--- src/sv/touch_sample_filter_defines.svh ---
// Assertion macros shared by the touch sample filter.
`ifndef TOUCH_SAMPLE_FILTER_DEFINES_SVH
`define TOUCH_SAMPLE_FILTER_DEFINES_SVH
`ifndef SYNTH
`define TSF_ASSERT(label, clk, rst, prop) \
   label: assert property (@(posedge clk) disable iff (rst) (prop)) \
      else $error("assertion failed");
`define TSF_ASSERT_NEXT(label, clk, rst, ante, cons) \
   label: assert property (@(posedge clk) disable iff (rst) (ante) |=> (cons)) \
      else $error("assertion failed");
`else
`define TSF_ASSERT(label, clk, rst, prop)
`define TSF_ASSERT_NEXT(label, clk, rst, ante, cons)
`endif
`endif

--- src/sv/tsf_pkg.sv ---
// Types, constants and register codes of the touch sample filter.
`timescale 1ns / 1ps
package tsf_pkg;
   localparam int SAMPLE_W    = 12;
   localparam int PRESSURE_W  = 13;
   localparam int TIME_W      = 32;
   localparam int ROT_W       = 2;
   localparam int INTERVAL_W  = 8;
   localparam int CSR_INDEX_W = 8;
   localparam int CSR_DATA_W  = 13;
   localparam int NUM_LANES   = 2;
   localparam int REQ_DATA_W  = 128;
   localparam int RSP_DATA_W  = 40;

   localparam logic [SAMPLE_W-1:0]   FULL_SCALE       = 12'd4095;
   localparam logic [TIME_W-1:0]     LAST_TOUCH_RESET = 32'h8000_0000;
   localparam logic [PRESSURE_W-1:0] THRESHOLD_RESET  = 13'd400;
   localparam logic [INTERVAL_W-1:0] INTERVAL_RESET   = 8'd3;

   localparam logic [CSR_INDEX_W-1:0] CSR_ROTATION  = 8'd0;
   localparam logic [CSR_INDEX_W-1:0] CSR_THRESHOLD = 8'd1;
   localparam logic [CSR_INDEX_W-1:0] CSR_INTERVAL  = 8'd2;

   localparam logic [ROT_W-1:0] ROT_SWAP_MIRROR_X = 2'd0;
   localparam logic [ROT_W-1:0] ROT_NATIVE        = 2'd1;
   localparam logic [ROT_W-1:0] ROT_SWAP_MIRROR_Y = 2'd2;
   localparam logic [ROT_W-1:0] ROT_MIRROR_BOTH   = 2'd3;

   typedef logic [SAMPLE_W-1:0] sample_type;

   typedef struct packed {
      logic [ROT_W-1:0]      rotation;
      logic [PRESSURE_W-1:0] threshold;
      logic [INTERVAL_W-1:0] interval;
   } cfg_type;

   typedef struct packed {
      logic [PRESSURE_W-1:0] pressure;
      sample_type            pos_y;
      sample_type            pos_x;
   } result_type;

   typedef struct packed {
      logic window_open;
      logic touch;
   } status_type;
endpackage

--- src/sv/touch_sample_filter.sv ---
// Each result is registered into a two-entry output buffer when its request is accepted,
// which lets requests flow while a result waits. Throughput: one sample set per cycle
// unless the buffer is full; the held state and last-touch time update on each accept.
// Reset is synchronous and active high: registers return to their reset values, the
// held position and pressure to zero, the last-touch time to 0x80000000, the buffer empty.
`timescale 1ns / 1ps
`include "touch_sample_filter_defines.svh"
module touch_sample_filter (
   input  logic                               clock,
   input  logic                               reset,
   input  logic                               req_tvalid,
   output logic                               req_tready,
   // now_ms, pressure_one, pressure_two, x_first, x_second, x_third,
   // y_first, y_second, y_third
   input  logic [tsf_pkg::REQ_DATA_W-1:0]     req_tdata,
   output logic                               rsp_tvalid,
   input  logic                               rsp_tready,
   // pos_x, pos_y, pressure, zero padding
   output logic [tsf_pkg::RSP_DATA_W-1:0]     rsp_tdata,
   input  logic                               csr_valid,
   output logic                               csr_ready,
   input  logic [tsf_pkg::CSR_INDEX_W-1:0]    csr_index,
   input  logic [tsf_pkg::CSR_DATA_W-1:0]     csr_data
);
   import tsf_pkg::*;

   cfg_type              cfg_ff;
   sample_type           lane_a [NUM_LANES];
   sample_type           lane_b [NUM_LANES];
   sample_type           lane_c [NUM_LANES];
   sample_type           lane_mean [NUM_LANES];
   result_type           held;
   result_type           result;
   status_type           status;
   result_type           slot0_ff;
   result_type           slot1_ff;
   logic [1:0]           count_ff;
   logic                 push;
   logic                 pop;

   assign csr_ready = 1'b1;

   always_ff @(posedge clock) begin
      if (reset) begin
         cfg_ff.rotation  <= ROT_SWAP_MIRROR_X;
         cfg_ff.threshold <= THRESHOLD_RESET;
         cfg_ff.interval  <= INTERVAL_RESET;
      end else if (csr_valid && csr_ready) begin
         if (csr_index == CSR_ROTATION) begin
            cfg_ff.rotation <= csr_data[ROT_W-1:0];
         end
         if (csr_index == CSR_THRESHOLD) begin
            cfg_ff.threshold <= csr_data[PRESSURE_W-1:0];
         end
         if (csr_index == CSR_INTERVAL) begin
            cfg_ff.interval <= csr_data[INTERVAL_W-1:0];
         end
      end
   end

   assign lane_a[0] = req_tdata[67:56];
   assign lane_b[0] = req_tdata[79:68];
   assign lane_c[0] = req_tdata[91:80];
   assign lane_a[1] = req_tdata[103:92];
   assign lane_b[1] = req_tdata[115:104];
   assign lane_c[1] = req_tdata[127:116];

   for (genvar i = 0; i < NUM_LANES; i++) begin : g_lane
      tsf_lane u_lane (
         .sample_a (lane_a[i]),
         .sample_b (lane_b[i]),
         .sample_c (lane_c[i]),
         .mean     (lane_mean[i])
      );
   end

   assign push = req_tvalid && req_tready;
   assign pop  = rsp_tvalid && rsp_tready;

   tsf_merge u_merge (
      .clock        (clock),
      .reset        (reset),
      .accept       (push),
      .cfg          (cfg_ff),
      .now_ms       (req_tdata[31:0]),
      .pressure_one (req_tdata[43:32]),
      .pressure_two (req_tdata[55:44]),
      .x_mean       (lane_mean[0]),
      .y_mean       (lane_mean[1]),
      .held         (held),
      .result       (result),
      .status       (status)
   );

   assign req_tready = count_ff != 2'd2;
   assign rsp_tvalid = count_ff != 2'd0;
   assign rsp_tdata  = {{(RSP_DATA_W-PRESSURE_W-2*SAMPLE_W){1'b0}},
                        slot0_ff.pressure, slot0_ff.pos_y, slot0_ff.pos_x};

   always_ff @(posedge clock) begin
      if (reset) begin
         count_ff <= 2'd0;
      end else begin
         count_ff <= count_ff + {1'b0, push} - {1'b0, pop};
      end
   end

   always_ff @(posedge clock) begin
      if (pop) begin
         slot0_ff <= (push && count_ff == 2'd1) ? result : slot1_ff;
         if (push && count_ff == 2'd2) begin
            slot1_ff <= result;
         end
      end else if (push) begin
         if (count_ff == 2'd0) begin
            slot0_ff <= result;
         end else begin
            slot1_ff <= result;
         end
      end
   end

   `TSF_ASSERT(a_touch_implies_window, clock, reset, !status.touch || status.window_open)
   `TSF_ASSERT_NEXT(a_closed_window_holds, clock, reset, push && !status.window_open,
                    held == $past(held))
   `TSF_ASSERT_NEXT(a_pop_only_drains, clock, reset, pop && !push,
                    count_ff == $past(count_ff) - 2'd1)
endmodule

--- src/sv/tsf_lane.sv ---
// One axis lane: mean of the closest two of three samples.
`timescale 1ns / 1ps
module tsf_lane (
   input  tsf_pkg::sample_type sample_a,
   input  tsf_pkg::sample_type sample_b,
   input  tsf_pkg::sample_type sample_c,
   output tsf_pkg::sample_type mean
);
   import tsf_pkg::*;

   sample_type            dist_ab;
   sample_type            dist_ac;
   sample_type            dist_bc;
   logic [SAMPLE_W:0]     sum;

   assign dist_ab = (sample_a > sample_b) ? sample_a - sample_b : sample_b - sample_a;
   assign dist_ac = (sample_a > sample_c) ? sample_a - sample_c : sample_c - sample_a;
   assign dist_bc = (sample_b > sample_c) ? sample_b - sample_c : sample_c - sample_b;

   always_comb begin
      priority if (dist_ab <= dist_ac && dist_ab <= dist_bc) begin
         sum = {1'b0, sample_a} + {1'b0, sample_b};
      end else if (dist_ac <= dist_bc) begin
         sum = {1'b0, sample_a} + {1'b0, sample_c};
      end else begin
         sum = {1'b0, sample_b} + {1'b0, sample_c};
      end
   end

   assign mean = sum[SAMPLE_W:1];
endmodule

--- src/sv/tsf_merge.sv ---
// Merging stage: interval and pressure tests, rotation and the held state.
`timescale 1ns / 1ps
module tsf_merge (
   input  logic                                  clock,
   input  logic                                  reset,
   input  logic                                  accept,
   input  tsf_pkg::cfg_type                      cfg,
   input  logic [tsf_pkg::TIME_W-1:0]            now_ms,
   input  tsf_pkg::sample_type                   pressure_one,
   input  tsf_pkg::sample_type                   pressure_two,
   input  tsf_pkg::sample_type                   x_mean,
   input  tsf_pkg::sample_type                   y_mean,
   output tsf_pkg::result_type                   held,
   output tsf_pkg::result_type                   result,
   output tsf_pkg::status_type                   status
);
   import tsf_pkg::*;

   logic [TIME_W-1:0]     last_touch_ff;
   logic [TIME_W-1:0]     last_touch_in;
   result_type            held_ff;
   result_type            held_in;
   logic [TIME_W-1:0]     gap;
   logic [PRESSURE_W-1:0] pressure;
   sample_type            rot_x;
   sample_type            rot_y;

   assign gap      = now_ms - last_touch_ff;
   assign pressure = {1'b0, pressure_one} + {1'b0, FULL_SCALE} - {1'b0, pressure_two};

   assign status.window_open = gap >= {{(TIME_W-INTERVAL_W){1'b0}}, cfg.interval};
   assign status.touch       = status.window_open && (pressure >= cfg.threshold);

   always_comb begin
      unique case (cfg.rotation)
         ROT_SWAP_MIRROR_X: begin
            rot_x = FULL_SCALE - y_mean;
            rot_y = x_mean;
         end
         ROT_NATIVE: begin
            rot_x = x_mean;
            rot_y = y_mean;
         end
         ROT_SWAP_MIRROR_Y: begin
            rot_x = y_mean;
            rot_y = FULL_SCALE - x_mean;
         end
         default: begin
            rot_x = FULL_SCALE - x_mean;
            rot_y = FULL_SCALE - y_mean;
         end
      endcase
   end

   always_comb begin
      held_in       = held_ff;
      last_touch_in = last_touch_ff;
      if (status.touch) begin
         held_in.pos_x    = rot_x;
         held_in.pos_y    = rot_y;
         held_in.pressure = pressure;
         last_touch_in    = now_ms;
      end else if (status.window_open) begin
         held_in.pressure = '0;
      end
   end

   always_ff @(posedge clock) begin
      if (reset) begin
         held_ff       <= '0;
         last_touch_ff <= LAST_TOUCH_RESET;
      end else if (accept) begin
         held_ff       <= held_in;
         last_touch_ff <= last_touch_in;
      end
   end

   assign held   = held_ff;
   assign result = held_in;
endmodule
--- config.mk ---
export PLATFORM = sky130hd
export DESIGN_NAME = touch_sample_filter
export DESIGN_NICKNAME = d
export VERILOG_FILES = /design/src/sv/tsf_pkg.sv /design/src/sv/touch_sample_filter.sv /design/src/sv/tsf_lane.sv /design/src/sv/tsf_merge.sv
export VERILOG_INCLUDE_DIRS = /design/src /design/src/sv
export SDC_FILE = /design/constraint.sdc
export NUM_CORES = 1
export LEC_CHECK = 0
export CAP_MARGIN = 10
export CORE_MARGIN = 4
export CORE_UTILIZATION = 30
export CTS_BUF_LIST = sky130_fd_sc_hd__clkbuf_16
export DETAILED_ROUTE_END_ITERATION = 10
export DONT_BUFFER_PORTS = 1
export GPL_ROUTABILITY_DRIVEN = 0
export PLACE_DENSITY_LB_ADDON = 0.12
export SLEW_MARGIN = 20
export SYNTH_ARGS = -nofsm -noshare
export SYNTH_HDL_FRONTEND = slang
export SYNTH_HIERARCHICAL = 1
export SYNTH_SLANG_ARGS = --single-unit
--- constraint.sdc ---
create_clock -name clock -period 13.8 [get_ports clock]
set_clock_uncertainty 0.05 [all_clocks]
set_input_delay 1.38 -clock clock [delete_from_list [all_inputs] [get_ports clock]]
set_output_delay 1.38 -clock clock [all_outputs]
set_load 0.02 [all_outputs]
# Word level (Yosys, flattened, before mapping)
# Index checks and enable logic that the tools add are counted.
[totals]
reg_bits = 168
in_bits = 154
out_inout_bits = 43
wordCells = 104
[op_classes]
addsub = 25
n_lt_le_gt_ge = 14
n_eq_ne = 9
n_mux = 23
reduce_logical = 19
[ops]
columns = ["operator", "count"]
rows = [
  ["37-bit 2-to-1 mux", 8],
  ["12-bit subtractor", 12],
  ["12-bit by 12-bit adder with 13-bit output", 6],
  ["13-bit 2-to-1 mux", 6],
  ["12-bit > comparator", 6],
  ["12-bit <= comparator", 6],
  ["12-bit 2-to-1 mux", 6],
  ["12-bit case mux with 3 select lines", 2],
  ["32-bit by 8-bit greater-or-equal comparator with 1-bit output", 1],
  ["32-bit subtractor", 1],
  ["24-bit 2-to-1 mux", 1],
  ["12-bit subtractor, first input constant", 2],
  ["12-bit by 12-bit adder with 13-bit output, second input constant", 1],
  ["13-bit greater-or-equal comparator", 1],
  ["13-bit by 12-bit subtractor with 13-bit output", 1],
  ["2-bit AND reduction", 5],
  ["8-bit by 1-bit equality test with 1-bit output, second input constant", 1],
  ["8-bit by 2-bit equality test with 1-bit output, second input constant", 1],
  ["8-bit logical NOT", 1],
  ["1-bit logical AND", 7],
  ["2-bit nonzero test", 3],
  ["2-bit by 1-bit equality test with 1-bit output, second input constant", 2],
  ["2-bit equality test, second input constant", 2],
  ["2-bit logical NOT", 2],
  ["5 further kinds", 6],
]

# Depth between registers and ports, before layout
# Gate-level depths: netlist (run 1).
[logic_depth]
ltp_word = 11
depth_mapped = 37
ltp_nobuf = 36

# Modules after synthesis
# Netlist (run 1), hierarchy kept.
[by_module_without_submodules]
columns = ["module", "instances", "cells_each", "area_each_um2", "seq_area_each_um2"]
rows = [
  ["tsf_merge", 1, 997, 7305.8, 1381.3],
  ["tsf_lane at g_lane[1].u_lane", 1, 708, 5312.6, 0.0],
  ["tsf_lane at g_lane[0].u_lane", 1, 684, 5092.4, 0.0],
  ["touch_sample_filter", 1, 244, 3933.8, 2722.6],
]

# Worst setup path after synthesis (run 1)
# Ideal clock, no wire load.
[synth_timing]
kind = "input-to-reg"
startpoint = "in req_tdata[56] in the netlist's numbering"
endpoint = "reg slot0_ff (netlist bit rsp_tdata[11]) (data pin)"
setup_ns = 0.260
t_arrival_ns = 7.982
setup_slack_ns = 5.508
cell_stages = 35
path_buffers = 2
path_cell_list = "inv_1 > ha_1 > inv_1 > fa_1 > a21o_1 > a31oi_1 > a221oi_2 > o21ai_2 > buf_4 > mux2_2 > inv_1 > nand2_1 > or3b_2 > and3_1 > ha_1 > nand4_1 > nor2_1 > a221oi_1 > a32oi_1 > clkbuf_1 > o21ai_0 > fa_1 > a21o_1 > a21oi_1 > o21bai_1 > a21oi_1 > o21bai_1 > a221o_1 > nand3_1 > nand2_1 > mux2_2 > mux2i_1 > xnor2_1 > mux2_4 > mux2_2"
[synth_rtl]
columns = ["item", "line", "rtl"]
rows = [
  ["from (decl)", "touch_sample_filter.sv:15", "input logic [tsf_pkg::REQ_DATA_W-1:0] req_tdata,"],
  ["to (signal assigned)", "touch_sample_filter.sv:110", "slot0_ff <= (push && count_ff == 2'd1) ? result : slot1_ff;"],
  ["to (signal assigned)", "touch_sample_filter.sv:116", "slot0_ff <= result;"],
  ["to (decl)", "touch_sample_filter.sv:35", "result_type slot0_ff;"],
]

==> impl_metrics.tcl, run 1 <==
set metrics [dict create \
    worst_slew_pin_slew_ns 1.06 \
    hold_viol 0 \
    period_share_pct 65.3 \
    cts_buffers 17 \
    max_clock_freq_mhz 111 \
    ys_warn_count 6 \
    final_cell_mix "ha_1, inv_1, a21oi_1" \
    crit_cells 35 \
    p_leak_nw 9.64 \
    crit_family "compound AO/OA/AOI/OAI gates" \
    r2r_cells 21 \
    clkTransAtPathRegs_ns 0.07 \
    clock_power_share_pct 13.9 \
    min-delay-start "u_merge/held[36]" \
    hold_buffers 0 \
    drive_gt1_share_pct 7.90 \
    fin_crit_ns 9.01 \
    maxCapViolCount 0 \
    post-route-util_pct 32.2 \
    p_seq_share_pct 24.2 \
    area_growth_pct 5.67 \
    io_pins 197 \
    critical_path.max_stage_delay_ns 0.80 \
    r2r_setup_slack_ns 7.83 \
    dp.cells 3425 \
    start_kind "input pin" \
    syn_inst 2599 \
    pwr_density_cell_nw_per_um2 151 \
    cp-end-kind "flop" \
    final_net_count 2996 \
    row_count 97 \
    ir_worst_vdd_uv 101 \
    layout_commonest_cell "ha_1" \
    dr.first_iter.drc_count 1185 \
    switching_share_pct 46.3 \
    worstSkewPairLatency_ns 0.44 \
    min_to "u_merge/held[36]" \
    cts.sinks 168 \
    start_util_pct 30.5 \
    netlist_area_um2 21400 \
    via_per_inst 5.34 \
    vias 18500 \
    max_slew_margin_pct 29.0 \
    cts_tree "done" \
    antenna_found_initial 0 \
    path_buf_inv 3 \
    grt_use_total_pct 18.2 \
    setup-violations-final 0 \
    grt_pass1_wl_mm 109 \
    cts_max_level 4 \
    drtAntennaViolNets 0 \
    avgSynthCellArea_um2 8.25 \
    die_h_um 275 \
    switchingPower_mw 1.59 \
    drc 0 \
    reg2reg_from "u_merge/last_touch_ff[1]" \
    required_ns 13.93 \
    finalMaxSlewViolations 0 \
    antenna_cells 0 \
    comb_power_share_pct 61.8 \
    hpwlAfterDp_mm 57.7 \
    io_buffers 0 \
    grt_max_degree 91 \
    holdCritPathClass "flop to flop" \
    dr.pass1.iters 5 \
    die_x_um 275 \
    slowest_stage "o21ai_2" \
    cts-resized-gates 0 \
    status "finished, final reports clean" \
    hold_depth 2 \
    crit_top_cell "nand2_1" \
    arrival_ns 9.14 \
    coreArea_um2 70400 \
    intPower_mw 1.84 \
    wl_per_cell_um 20.6 \
    grt_overflow 0 \
    setup_tns_ns 0 \
    crit_type "input pin to flop" \
    root_buffer "clkbuf_16" \
    rsz0062_at_grt "no" \
    clock_path_buffers 2 \
    postRouteWirelength_mm 71.1 \
    fin_cells 3458 \
    timing.rr.end "rsp_tdata[24]" \
    grt_pass1_vias 18700 \
    crit_fanout 22 \
    cts_setup_buffers 0 \
    die_area_um2 75800 \
]
## area by class of cell
type,count,area [um^2]
Multi-Input combinational cell,2049,15700
Tap cell,940,1180
Timing Repair Buffer,15,125
Fill cell,7521,47700
Clock inverter,15,141
Clock buffer,17,425
Inverter,254,953
Sequential cell,168,4100
## layer usage
layer	wire length (um)	vias up	global-route usage, %	share of wire, %
li1	-	9154	-	-
met1	32500	8803	23.6	46
met2	33500	441	31.6	47
met3	3460	73	2.88	4.9
met4	1630	0	4.65	2.3
met5	0	-	0	0
## worst max-delay path by stage
| stage | from | slack (ns) | end |
|---|---|---|---|
| after floorplan | req_tdata[56] | 5.51 | rsp_tdata[11] |
| after global placement | req_tdata[56] | 4.56 | rsp_tdata[11] |
| after detailed placement | req_tdata[56] | 4.42 | rsp_tdata[23] |
| after CTS | req_tdata[56] | 4.87 | rsp_tdata[23] |
| after global routing | req_tdata[56] | 4.25 | rsp_tdata[9] |
| final | req_tdata[56] | 4.79 | rsp_tdata[23] |
## power groups by stage
| stage | Sequential (mW) | Combinational (mW) | Clock, mW |
|---|---|---|---|
| floorplan | 0.800 | 1.60 | 0 |
| global placement | 0.847 | 2.09 | 0 |
| detailed placement | 0.849 | 2.12 | 0 |
| CTS | 0.838 | 2.13 | 0.497 |
| global route | 0.844 | 2.36 | 0.514 |
| finish | 0.831 | 2.12 | 0.478 |
## through the flow
stage | setup slack (ns) | power (mW) | hold WS, ns | cell area [um^2]
2_1_floorplan | 5.51 | 2.40 | 0.391 | 21400
3_3_place_gp | 4.56 | 2.94 | 0.399 | 22100
3_5_place_dp | 4.42 | 2.96 | 0.408 | 22100
4_1_cts | 4.87 | 3.46 | 0.420 | 22600
5_1_grt | 4.25 | 3.72 | 0.439 | 22700
6_report | 4.79 | 3.43 | 0.417 | 22700
## state kept, by name, summed over array words and instances, names as in the netlist
name / cells
cfg_ff: 23
count_ff: 2
u_merge/last_touch_ff: 32
u_merge/held: 37
slot1_ff: 37
rsp_tdata: 37
## worst register-to-register path, stage by stage, from the launching register on
cell       delay (ns)
dfxtp_1          0.37
inv_1            0.06
ha_1             0.26
nor2b_1          0.14
o31a_1           0.33
nor2_1           0.18
nor2b_1          0.07
nor2_1           0.15
nor2b_1          0.06
o21ai_0          0.14
nand2b_1         0.08
xor2_1           0.16
ha_1             0.23
a2111oi_0        0.49
nand4_1          0.15
nor4_1           0.32
nand4b_1         0.17
nor4_2           0.43
and4bb_4         0.68
buf_4            0.61
o21ai_0          0.28
mux2_2           0.33
No activity file was read; power rests on OpenSTA's default activity.
==> run 2: changes to the inputs <==
==> constraint.sdc (replaced) <==
create_clock -name clock -period 8.7 [get_ports clock]
set_clock_uncertainty 0.05 [all_clocks]
set_input_delay 0.87 -clock clock [delete_from_list [all_inputs] [get_ports clock]]
set_output_delay 0.87 -clock clock [all_outputs]
set_load 0.02 [all_outputs]
==> run 2 against run 1 <==
Via count grew 2.4%. Cell count up 1.3%. Critical path depth unchanged. Total power up 63%. Sequential power rose by 58%. Register-to-register slack lost 5.3 ns. Clock-buffer cell count stayed put. Clock power up 59%. Wire length grew 1.0%. Core utilization increased by 0.51 points. Flip-flop and latch count unchanged. Hold slack better by 0.0047 ns. Largest cell class unchanged. Largest power group unchanged.
==> impl_metrics.tcl, run 2 (synthesis results as in run 1) <==
set metrics [dict create \
    root_buffer "clkbuf_16" \
    fillers 7497 \
    row_count 97 \
    hold_viol 0 \
    grt_max_degree 91 \
    required_ns 8.83 \
    cts_buffers 17 \
    setup-violations-final 0 \
    cp-end-kind "flop" \
    finalMaxSlewViolations 0 \
    drc 0 \
    crit_fanout 10 \
    antenna_cells 0 \
    multi_input_area_um2 15700 \
    start_util_pct 30.5 \
    finalWorstSetupSlack_ns 0.678 \
    critical_path.max_stage_delay_ns 0.48 \
    worstSkewPairLatency_ns 0.44 \
    clock_path_buffers 2 \
    post-place-ws_ns 0.280 \
    cts-resized-gates 0 \
    seqCellArea_um2 4100 \
    hold_buffers 0 \
    slowest_stage "o31a_1" \
    cts.sinks 168 \
    reg2reg_from "u_merge/last_touch_ff[1]" \
    maxCapViolCount 0 \
    timing.rr.end "rsp_tdata[20]" \
    io_buffers 0 \
    io_pins 197 \
    die_area_um2 75800 \
    vias 18900 \
    die_h_um 275 \
    fin_crit_ns 8.02 \
    dr.pass1.iters 5 \
    clkTransAtPathRegs_ns 0.07 \
    coreArea_um2 70400 \
    holdCritPathClass "flop to flop" \
    grt_pass1_vias 18700 \
    via_per_inst 5.40 \
    cts_max_level 4 \
    fin_cells 3504 \
    hpwlAfterDp_mm 58.5 \
    setup_tns_ns 0 \
    grt_overflow 0 \
    r2r_setup_slack_ns 2.55 \
    final_net_count 3042 \
    cts_tree "done" \
    area_growth_pct 7.34 \
    layout_commonest_cell "ha_1" \
    max_slew_margin_pct 29.5 \
    max_clock_freq_mhz 125 \
    grt_use_total_pct 18.4 \
    antenna_found_initial 0 \
    grt_pass1_wl_mm 111 \
    pwr_density_cell_nw_per_um2 243 \
    drtAntennaViolNets 0 \
    final_cell_mix "ha_1, inv_1, a21oi_1" \
    cts_setup_buffers 0 \
    wl_per_cell_um 20.5 \
    dr.first_iter.drc_count 1167 \
    ir_worst_vdd_uv 136 \
    drive_gt1_share_pct 9.67 \
    arrival_ns 8.15 \
    start_kind "input pin" \
    die_x_um 275 \
    r2r_cells 21 \
    status "finished, final reports clean" \
    worst_slew_pin_slew_ns 1.05 \
    cp-endpoint "rsp_tdata[23]" \
    period_share_pct 92.2 \
    post-route-util_pct 32.7 \
    postRouteWirelength_mm 71.9 \
    crit_type "input pin to flop" \
    rsz0062_at_grt "no" \
    dp.cells 3472 \
    p_leak_nw 9.86 \
    startpoint "req_tdata[68]" \
]
[run 2: changes by cell type in the layout (fill, tap and decap cells not counted), sizes merged]
cell / before / now
clkinvlp: 1 / 2
buf: 15 / 61
bufinv: 1 / 0
clkinv: 6 / 10
inv: 261 / 257
[run 2: critical path: cells and delay by family]
| kind | cells | cell delay [ns] |
|---|---|---|
| AOI/OAI and AO/OA | 16 | 3.59 |
| and+or+nand+nor | 5 | 0.37 |
| muxes | 5 | 1.23 |
| xor gates and xnor gates | 2 | 0.39 |
| adders and majority gates | 4 | 1.33 |
| buffers and inverters | 3 | 0.36 |
[run 2: final cells by class]
type,instances,share of cell area (%)
Clock inverter,15,0.723
Multi-Input combinational cell,2049,68.3
Timing Repair Buffer,61,1.99
Inverter,254,4.14
Clock buffer,17,1.85
Sequential cell,168,17.8
Tap cell,940,5.11
[run 2: how the worst min path moves through the flow]
stage,startpoint,end,slack (ns),cells after the start
after CTS,reset,u_merge/last_touch_ff[23],0.42,1
after global routing,reset,u_merge/last_touch_ff[4],0.44,1
final,u_merge/held[36],u_merge/held[36],0.42,2
after global placement,u_merge/held[36],u_merge/held[36],0.40,2
after detailed placement,u_merge/held[28],u_merge/held[28],0.41,2
after floorplan,u_merge/held[27],u_merge/held[27],0.39,2
[run 2: through the flow]
stage          instance area [um^2]  hold slack, ns  power (mW)
5_1_grt                       23000           0.438        6.07
6_report                      23000           0.422        5.59
4_1_cts                       23000           0.418        5.66
2_1_floorplan                 21400           0.391        3.80
3_3_place_gp                  22400           0.399        4.83
3_5_place_dp                  22400           0.408        4.87
[run 2: layer usage]
layer | GRT usage, % | vias to the layer above | wire (um)
li1 | - | 9251 | -
met1 | 24.4 | 9169 | 33000
met2 | 32.1 | 438 | 34600
met3 | 2.56 | 49 | 3390
met4 | 3.19 | 0 | 884
met5 | 0 | - | 0
[run 2: report_power, final]
group          total [mW]  leakage [nW]  internal (mW)  switching, mW
clock               0.759         0.279          0.384          0.376
combinational        3.51          8.10           1.54           1.98
sequential           1.31          1.48           1.10          0.211
